## config.mk

```make
export PLATFORM = sky130hd
export DESIGN_NAME = srtq_ctrl
export DESIGN_NICKNAME = d
export VERILOG_FILES = /design/src/sv/srtq_pkg.sv /design/src/sv/srtq_ctrl.sv
export SDC_FILE = /design/constraint.sdc
export NUM_CORES = 1
export LEC_CHECK = 0
export ABC_AREA = 1
export BUFFER_PORTS_ARGS = -buffer_cell sky130_fd_sc_hd__buf_2
export CELL_PAD_IN_SITES_DETAIL_PLACEMENT = 1
export CELL_PAD_IN_SITES_GLOBAL_PLACEMENT = 1
export CORE_UTILIZATION = 30
export DETAILED_ROUTE_END_ITERATION = 8
export MAX_ROUTING_LAYER = met4
export PLACE_DENSITY_LB_ADDON = 0.1
export SLEW_MARGIN = 20
export SYNTH_ARGS = -nofsm -noshare
export SYNTH_HDL_FRONTEND = slang
export SYNTH_SLANG_ARGS = --single-unit
export TNS_END_PERCENT = 30
```

## constraint.sdc

```tcl
create_clock -name clk -period 2.25 [get_ports clk]
set_input_delay 0.225 -clock clk [delete_from_list [all_inputs] [get_ports clk]]
set_output_delay 0.225 -clock clk [all_outputs]
set_load 0.02 [all_outputs]
```

## src/sv/srtq_pkg.sv

```systemverilog
package srtq_pkg;

  localparam int QueueDepth = 32;
  localparam int SizeBits   = 40;
  localparam int AheadBits  = 48;
  localparam int TagBits    = 16;
  localparam int FracBits   = 16;
  localparam int AddrBits   = $clog2(QueueDepth);
  localparam int CntBits    = $clog2(QueueDepth + 1);
  localparam int LhsBits    = AheadBits + 1 + 8;
  localparam int ProdBits   = FracBits + SizeBits;

  localparam logic [2:0] ST_APPEND  = 3'd0;
  localparam logic [2:0] ST_INSERT  = 3'd1;
  localparam logic [2:0] ST_DISCARD = 3'd2;
  localparam logic [2:0] ST_POP     = 3'd3;
  localparam logic [2:0] ST_EMPTY   = 3'd4;

  localparam logic FUNC_INSERT = 1'b0;
  localparam logic FUNC_POP    = 1'b1;

  localparam logic [1:0] REG_REORDER = 2'd0;
  localparam logic [1:0] REG_FRAC    = 2'd1;
  localparam logic [1:0] REG_MAXLEN  = 2'd2;

  typedef struct packed {
    logic                func;
    logic [TagBits-1:0]  job_tag;
    logic [SizeBits-1:0] job_size;
  } req_t;

  typedef struct packed {
    logic [2:0]          status;
    logic [5:0]          position;
    logic [TagBits-1:0]  popped_tag;
    logic [SizeBits-1:0] popped_size;
    logic [5:0]          queue_count;
  } rsp_t;

  typedef struct packed {
    logic [TagBits-1:0]   tag;
    logic [SizeBits-1:0]  size;
    logic [AheadBits-1:0] ahead;
  } entry_t;

  typedef enum logic [3:0] {
    S_IDLE, S_DECIDE, S_SCAN_RD, S_SCAN_MUL, S_SCAN_CMP, S_PLACE,
    S_POP_HEAD, S_POP_RD, S_POP_WR, S_INS_RD, S_INS_WR, S_PUT, S_DONE
  } state_t;

  typedef enum logic [3:0] {
    C_NONE, C_LOAD, C_APPEND_POS, C_MUL, C_CMP, C_HEAD, C_POP_WR,
    C_INS_START, C_INS_WR, C_PUT, C_DONE
  } cmd_op_t;

  typedef struct packed {
    cmd_op_t op;
    logic    rd_prev;
  } cmd_t;

  typedef struct packed {
    logic func;
    logic empty;
    logic discard;
    logic reorder;
    logic idx_lt_cnt;
    logic idx_gt_pos;
    logic pos_lt_cnt;
    logic out_busy;
  } stat_t;

endpackage

```

## src/sv/srtq_ctrl.sv

```systemverilog
module srtq_ctrl (
  input  logic            clk,
  input  logic            rst,
  input  logic            req_valid,
  output logic            req_stall,
  input  srtq_pkg::stat_t stat,
  output srtq_pkg::cmd_t  cmd
);

  srtq_pkg::state_t state, state_next;

  always_ff @(posedge clk) begin
    if (rst) begin
      state <= srtq_pkg::S_IDLE;
    end else begin
      state <= state_next;
    end
  end

  always_comb begin
    state_next = state;
    case (state)
      srtq_pkg::S_IDLE: begin
        if (req_valid) state_next = srtq_pkg::S_DECIDE;
      end
      srtq_pkg::S_DECIDE: begin
        if (stat.func == srtq_pkg::FUNC_POP) begin
          state_next = stat.empty ? srtq_pkg::S_DONE : srtq_pkg::S_POP_HEAD;
        end else if (stat.discard) begin
          state_next = srtq_pkg::S_DONE;
        end else if (!stat.reorder || stat.empty) begin
          state_next = srtq_pkg::S_PUT;
        end else begin
          state_next = srtq_pkg::S_SCAN_RD;
        end
      end
      srtq_pkg::S_SCAN_RD: begin
        state_next = stat.idx_lt_cnt ? srtq_pkg::S_SCAN_MUL : srtq_pkg::S_PLACE;
      end
      srtq_pkg::S_SCAN_MUL: state_next = srtq_pkg::S_SCAN_CMP;
      srtq_pkg::S_SCAN_CMP: state_next = srtq_pkg::S_SCAN_RD;
      srtq_pkg::S_PLACE: begin
        state_next = stat.pos_lt_cnt ? srtq_pkg::S_INS_RD : srtq_pkg::S_PUT;
      end
      srtq_pkg::S_INS_RD: begin
        state_next = stat.idx_gt_pos ? srtq_pkg::S_INS_WR : srtq_pkg::S_PUT;
      end
      srtq_pkg::S_INS_WR: state_next = srtq_pkg::S_INS_RD;
      srtq_pkg::S_PUT:    state_next = srtq_pkg::S_DONE;
      srtq_pkg::S_POP_HEAD: state_next = srtq_pkg::S_POP_RD;
      srtq_pkg::S_POP_RD: begin
        state_next = stat.idx_lt_cnt ? srtq_pkg::S_POP_WR : srtq_pkg::S_DONE;
      end
      srtq_pkg::S_POP_WR: state_next = srtq_pkg::S_POP_RD;
      srtq_pkg::S_DONE: begin
        if (!stat.out_busy) state_next = srtq_pkg::S_IDLE;
      end
      default: state_next = srtq_pkg::S_IDLE;
    endcase
  end

  always_comb begin
    cmd.op      = srtq_pkg::C_NONE;
    cmd.rd_prev = 1'b0;
    req_stall   = 1'b1;
    case (state)
      srtq_pkg::S_IDLE: begin
        req_stall = 1'b0;
        cmd.op    = req_valid ? srtq_pkg::C_LOAD : srtq_pkg::C_NONE;
      end
      srtq_pkg::S_DECIDE: begin
        if (stat.func == srtq_pkg::FUNC_INSERT && !stat.discard
            && (!stat.reorder || stat.empty)) begin
          cmd.op = srtq_pkg::C_APPEND_POS;
        end
      end
      srtq_pkg::S_SCAN_MUL: cmd.op = srtq_pkg::C_MUL;
      srtq_pkg::S_SCAN_CMP: cmd.op = srtq_pkg::C_CMP;
      srtq_pkg::S_PLACE:    cmd.op = srtq_pkg::C_INS_START;
      srtq_pkg::S_INS_RD:   cmd.rd_prev = 1'b1;
      srtq_pkg::S_INS_WR:   cmd.op = srtq_pkg::C_INS_WR;
      srtq_pkg::S_PUT:      cmd.op = srtq_pkg::C_PUT;
      srtq_pkg::S_POP_HEAD: cmd.op = srtq_pkg::C_HEAD;
      srtq_pkg::S_POP_WR:   cmd.op = srtq_pkg::C_POP_WR;
      srtq_pkg::S_DONE: begin
        if (!stat.out_busy) cmd.op = srtq_pkg::C_DONE;
      end
      default: cmd.op = srtq_pkg::C_NONE;
    endcase
  end

endmodule

```

==> run summary, run 1 <==
final period utilization -> 0.745
r2r startpoint -> state[3]$_SDFFE_PP0P_
TritonCTS buffer count -> 3
Hold Crit Start -> rst
largest net degree at the start of global routing -> 8
worst hold-check path type -> in2reg
Resize count post-CTS -> 0
Worst EP required -> 2.03 ns
Port Buffer Count -> 16
grt ovf -> 0
Slew Limit Fails -> 0
CP Capture Type -> output port
RR Endpoint -> state[0]$_SDFFE_PP0P_
CP startpoint kind -> flip-flop
vias in the first global route -> 493
post-route minimum period -> 1.68 ns
Comb pwr share -> 0.681
total power -> 0.773 mW
proportion of power drawn by the clock network -> 0.112
vias -> 569
wire length of the first global-routing pass -> 1970 microns
CTS clk-pin slew, worst paths -> 0.03 ns
RSZ-0062 raised after global routing -> false
Worst-Skew Late Latency -> 0.23 ns
commonest cells after routing, fill and taps aside -> 24 x nand2_1, 17 x nor2_1, 16 x buf_2
TritonCTS clock tree -> done
share of cells above drive strength 1 -> 0.260
Critical Path Source -> state[3]$_SDFFE_PP0P_
depth of the CTS H-tree -> 1
Avg Vias per Cell -> 4.95
Final Setup Violations -> 0
DR WL/cell -> 10.3 microns
Largest Register -> state
GPL Wtd Cong -> 0.799
num rows -> 13
Die ar. -> 1530 sq um
static leakage -> 0.322 nW
Starting Density -> 0.322
arrival time of the worst setup path -> 1.45 ns
PwrDens -> 1440 nW/um^2
Max Cap Viol -> 0
clock root buffer -> clkbuf_4
ANT nets after route -> 0
Peak Freq -> 597 MHz
Sw Share -> 0.567
Layout Area Growth over Synthesis -> 29.3%
Post-CTS Hold Buffers -> 0
diode count -> 0
Die Ht -> 39.2 microns
initial antenna violation count -> 0
Worst Max-Slew Pin Slew -> 0.295 ns
Setup CP Type -> reg2out
register bit total from synthesis -> 4
net switching power -> 0.439 mW
clk_skew -> 0.000539 ns
Die Span X -> 39.2 microns
R2R Setup Slk -> 0.97 ns
nets -> 113
most common cell after layout, fill and taps aside -> nand2_1
Largest regs -> state (4)
io pins -> 17
max reg flops -> 4
Core Box Area -> 1280 sq um
Synth Net Count -> 92
Yosys warnings -> 0
mapped cell area -> 414 sq um
drt pass-1 iters -> 4
first-iteration detailed-routing DRC count -> 9
status -> finished clean
Crit Path Max Fanout -> 6
max_slew headroom -> 0.803
Hold Crit Endpoint -> state[1]$_SDFFE_PP0P_
final WL -> 1190 microns
Clock Sinks -> 4
Hold Path Stages -> 2
reg2reg path depth -> 6
CTS Buffer Depth -> 2
share of total power in sequential cells -> 0.207
Post CTS Setup Buffer Count -> 0
setup_tns -> 0 ns
Global Route Usage Sum -> 0.204
cell count after synthesis -> 81
DR DRC count -> 0
Internal -> 0.335 mW
dpl hpwl -> 1070 microns
Netlist cell types -> 12
final hold viol count -> 0
Seq/Total Area, Yosys -> 0.193
Avg Inst Size Synth -> 5.11 sq um
worst vdd ir -> 0.416 mV
==> area by class of cell <==
cell class                      instances  area (sq um)
Fill cell                             199           749
Multi-Input combinational cell         64           285
Sequential cell                         4          80.1
Timing Repair Buffer                   16          80.1
Inverter                               13          48.8
Clock buffer                            3          22.5
Tap cell                               15          18.8
==> critical path, stage by stage (launching register included) <==
cell and delay [ns]:
dfxtp_1 0.36, nor2_1 0.28, nand2_1 0.17, nor2_2 0.13, nor2_1 0.05, nand4_1 0.06, buf_2 0.16
==> cell families (layout without fill, tap and decap cells) <==
group | after synthesis | after routing | synth area share
AND/OR/NAND/NOR | 56 | 56 | 0.574
buffers and inverters | 13 | 32 | 0.118
AO/OA/AOI/OAI | 8 | 8 | 0.115
flip-flops | 4 | 4 | 0.193
==> cells in the mapped netlist <==
cell type | number | area, sq um
nand4_1 | 3 | 18.8
nor2_2 | 4 | 25.0
o21bai_1 | 1 | 7.51
nand3_1 | 8 | 40.0
a21oi_1 | 1 | 5.00
inv_1 | 10 | 37.5
nand2_1 | 24 | 90.1
nor2_1 | 17 | 63.8
o21ai_0 | 4 | 20.0
o211ai_1 | 2 | 15.0
dfxtp_1 | 4 | 80.1
inv_2 | 3 | 11.3
==> layer usage <==
| metal | share of wire | wire, microns | up-vias | global-route usage |
|---|---|---|---|---|
| met3 | 0.035 | 42 | 3 | 0.0347 |
| met1 | 0.48 | 572 | 257 | 0.239 |
| met5 | 0 | 0 | - | - |
| li1 | - | - | 296 | - |
| met2 | 0.46 | 547 | 13 | 0.321 |
| met4 | 0.021 | 25 | 0 | 0.129 |
==> worst max-delay path by stage <==
| stage | end | slack [ns] | cells after the start |
|---|---|---|---|
| 5_1_grt | cmd[1] | 0.46 | 5 |
| 6_report | cmd[2] | 0.57 | 6 |
| 4_1_cts | cmd[2] | 0.56 | 6 |
| 2_1_floorplan | cmd[1] | 0.94 | 4 |
| 3_3_place_gp | cmd[2] | 0.83 | 6 |
| 3_5_place_dp | cmd[2] | 0.82 | 6 |
==> power by group through the flow <==
stage | registers, mW | clock network [mW] | logic [mW]
6_report | 0.160 | 0.0865 | 0.527
5_1_grt | 0.167 | 0.0980 | 0.599
4_1_cts | 0.159 | 0.0909 | 0.536
3_5_place_dp | 0.161 | 0 | 0.534
3_3_place_gp | 0.157 | 0 | 0.531
2_1_floorplan | 0.147 | 0 | 0.389
==> stage by stage <==
stage          cells  cell area (sq um)  setup slack, ns   util  hold WS (ns)
2_1_floorplan     81                414            0.942      -         0.297
3_5_place_dp     112                513            0.821  0.399         0.420
5_1_grt          115                536            0.456  0.417         0.179
4_1_cts          115                536            0.563  0.417         0.172
6_report         115                536            0.575  0.417         0.178
3_3_place_gp     112                513            0.831  0.399         0.418
Power figures use the tool's default switching activity.
==> run 2, diff against run 1 <==
--- a/config.mk
+++ b/config.mk
@@ -9,7 +9,7 @@
 export BUFFER_PORTS_ARGS = -buffer_cell sky130_fd_sc_hd__buf_2
 export CELL_PAD_IN_SITES_DETAIL_PLACEMENT = 1
 export CELL_PAD_IN_SITES_GLOBAL_PLACEMENT = 1
-export CORE_UTILIZATION = 30
+export CORE_UTILIZATION = 25
 export DETAILED_ROUTE_END_ITERATION = 8
 export MAX_ROUTING_LAYER = met4
 export PLACE_DENSITY_LB_ADDON = 0.1
==> constraint.sdc (replaced) <==
create_clock -name clk -period 1.48 [get_ports clk]
set_input_delay 0.148 -clock clk [delete_from_list [all_inputs] [get_ports clk]]
set_output_delay 0.148 -clock clk [all_outputs]
set_load 0.02 [all_outputs]
==> run summary, run 2 (synthesis gave the netlist of run 1 again) <==
max reg flops -> 4
vias -> 553
CP Capture Type -> output port
fillers -> 229
Largest Register -> state
arrival time of the worst setup path -> 1.30 ns
Worst EP required -> 1.33 ns
hold_ws -> 0.101 ns
most common cell after layout, fill and taps aside -> nand2_1
num rows -> 14
Place WS -> 0.112 ns
Die Ht -> 42.7 microns
Most Frequent Cell on Critical Path -> nor2_2
grt ovf -> 0
dpl hpwl -> 1090 microns
share of total power in sequential cells -> 0.226
PwrDens -> 2230 nW/um^2
CTS Buffer Depth -> 2
worst vdd ir -> 0.653 mV
Largest regs -> state (4)
max_slew headroom -> 0.801
Global Route Usage Sum -> 0.161
Post-CTS Hold Buffers -> 0
Peak Freq -> 692 MHz
static leakage -> 0.329 nW
Core Box Area -> 1520 sq um
CP startpoint kind -> flip-flop
largest net degree at the start of global routing -> 8
proportion of power drawn by the clock network -> 0.103
Hold Crit Start -> rst
Avg Vias per Cell -> 4.77
TritonCTS clock tree -> done
Slew Limit Fails -> 0
worst setup margin -> 0.0346 ns
Crit-path slowest cell -> dfxtp_4
TritonCTS buffer count -> 3
Max Cap Viol -> 0
Internal -> 0.563 mW
nets -> 113
Setup CP Type -> reg2out
Die Span X -> 42.7 microns
drt pass-1 iters -> 2
net switching power -> 0.712 mW
Sw Share -> 0.558
CTS clk-pin slew, worst paths -> 0.03 ns
first-iteration detailed-routing DRC count -> 2
final period utilization -> 0.977
clock root buffer -> clkbuf_4
worst hold-check path type -> in2reg
fin area -> 571 sq um
commonest cells after routing, fill and taps aside -> 23 x nand2_1, 15 x nor2_1, 15 x buf_2
post-route minimum period -> 1.45 ns
diode count -> 0
CP delay by family, top -> simple AND/OR/NAND/NOR gates
Port Buffer Count -> 16
clk_skew -> 0.000481 ns
share of cells above drive strength 1 -> 0.320
Finished Layout Cells -> 116
ANT nets after route -> 0
Bufs and invs on worst path -> 2
final hold viol count -> 0
status -> finished clean
critical path, cell by cell -> inv_2 -> nor2_2 -> nand2_2 -> nor2_2 -> nor2_1 -> nand4_1 -> buf_2
vias in the first global route -> 511
Final Setup Violations -> 0
Critical Path Source -> state[0]$_SDFFE_PP0P_
Crit Path Max Fanout -> 6
Worst Max-Slew Pin Slew -> 0.298 ns
DR WL/cell -> 11.0 microns
Layout Area Growth over Synthesis -> 37.8%
depth of the CTS H-tree -> 1
largest stage delay on the critical path -> 0.38 ns
wire length of the first global-routing pass -> 2110 microns
GPL Wtd Cong -> 0.787
final WL -> 1280 microns
Starting Density -> 0.272
multi-input logic area -> 308 sq um
Worst-Skew Late Latency -> 0.23 ns
Cells after DPL -> 113
Comb pwr share -> 0.671
Clock Sinks -> 4
RSZ-0062 raised after global routing -> true
io pins -> 17
setup_tns -> 0 ns
DR DRC count -> 0
area taken by flip-flops and latches -> 88.8 sq um
Die ar. -> 1820 sq um
initial antenna violation count -> 0
r2r startpoint -> state[1]$_SDFFE_PP0P_
Placed Area -> 514 sq um
run 2: cell counts in the layout (fill, tap and decap cells not counted):
Identical to the previous run, type by type.
run 2: timing repair:
item	in CTS	in global routing
endpoints found under the setup margin	4	4
hold endpoints to repair	0	0
gates resized for setup	4	8
buffers inserted	0	0
gates cloned	0	0
run 2: final cells by class:
cell class | count | share of cell area
Clock buffer | 3 | 0.0395
Sequential cell | 4 | 0.156
Tap cell | 16 | 0.0351
Multi-Input combinational cell | 64 | 0.539
Timing Repair Buffer | 16 | 0.145
Inverter | 13 | 0.0855
run 2: metal layers:
layer | vias to the layer above | global-route usage | share of wire
li1 | 296 | - | -
met5 | - | - | 0
met4 | 0 | 0.0938 | 0
met2 | 9 | 0.248 | 0.49
met1 | 248 | 0.197 | 0.49
met3 | 0 | 0.0255 | 0.027
run 2: metrics by stage:
stage,utilization,power [mW]
floorplan,-,0.815
global placement,0.337,1.06
detailed placement,0.337,1.06
CTS,0.357,1.22
global route,0.374,1.42
finish,0.374,1.28
run 2: power by group through the flow:
stage	clock (mW)	combinational, mW	sequential, mW
floorplan	0	0.591	0.224
global placement	0	0.818	0.239
detailed placement	0	0.820	0.242
CTS	0.141	0.827	0.252
global route	0.154	0.968	0.298
finish	0.131	0.856	0.289
run 2: final timing paths:
| check | depth (start not counted) | end | slack (ns) |
|---|---|---|---|
| max | 7 | cmd[2] | 0.03 |
| min | 2 | state[0]$_SDFFE_PP0P_ | 0.10 |
| max reg2reg | 7 | state[2]$_SDFFE_PP0P_ | 0.27 |
| min reg2reg | 4 | state[3]$_SDFFE_PP0P_ | 0.64 |
run 2: worst reg2reg max path, cell delays in order, from the launching register on:
cell and delay, ns:
dfxtp_1 0.48, nor2_4 0.09, nand2_1 0.15, nand3_1 0.11, nor2_1 0.10, nand3_1 0.08
nand2_1 0.06, inv_1 0.03
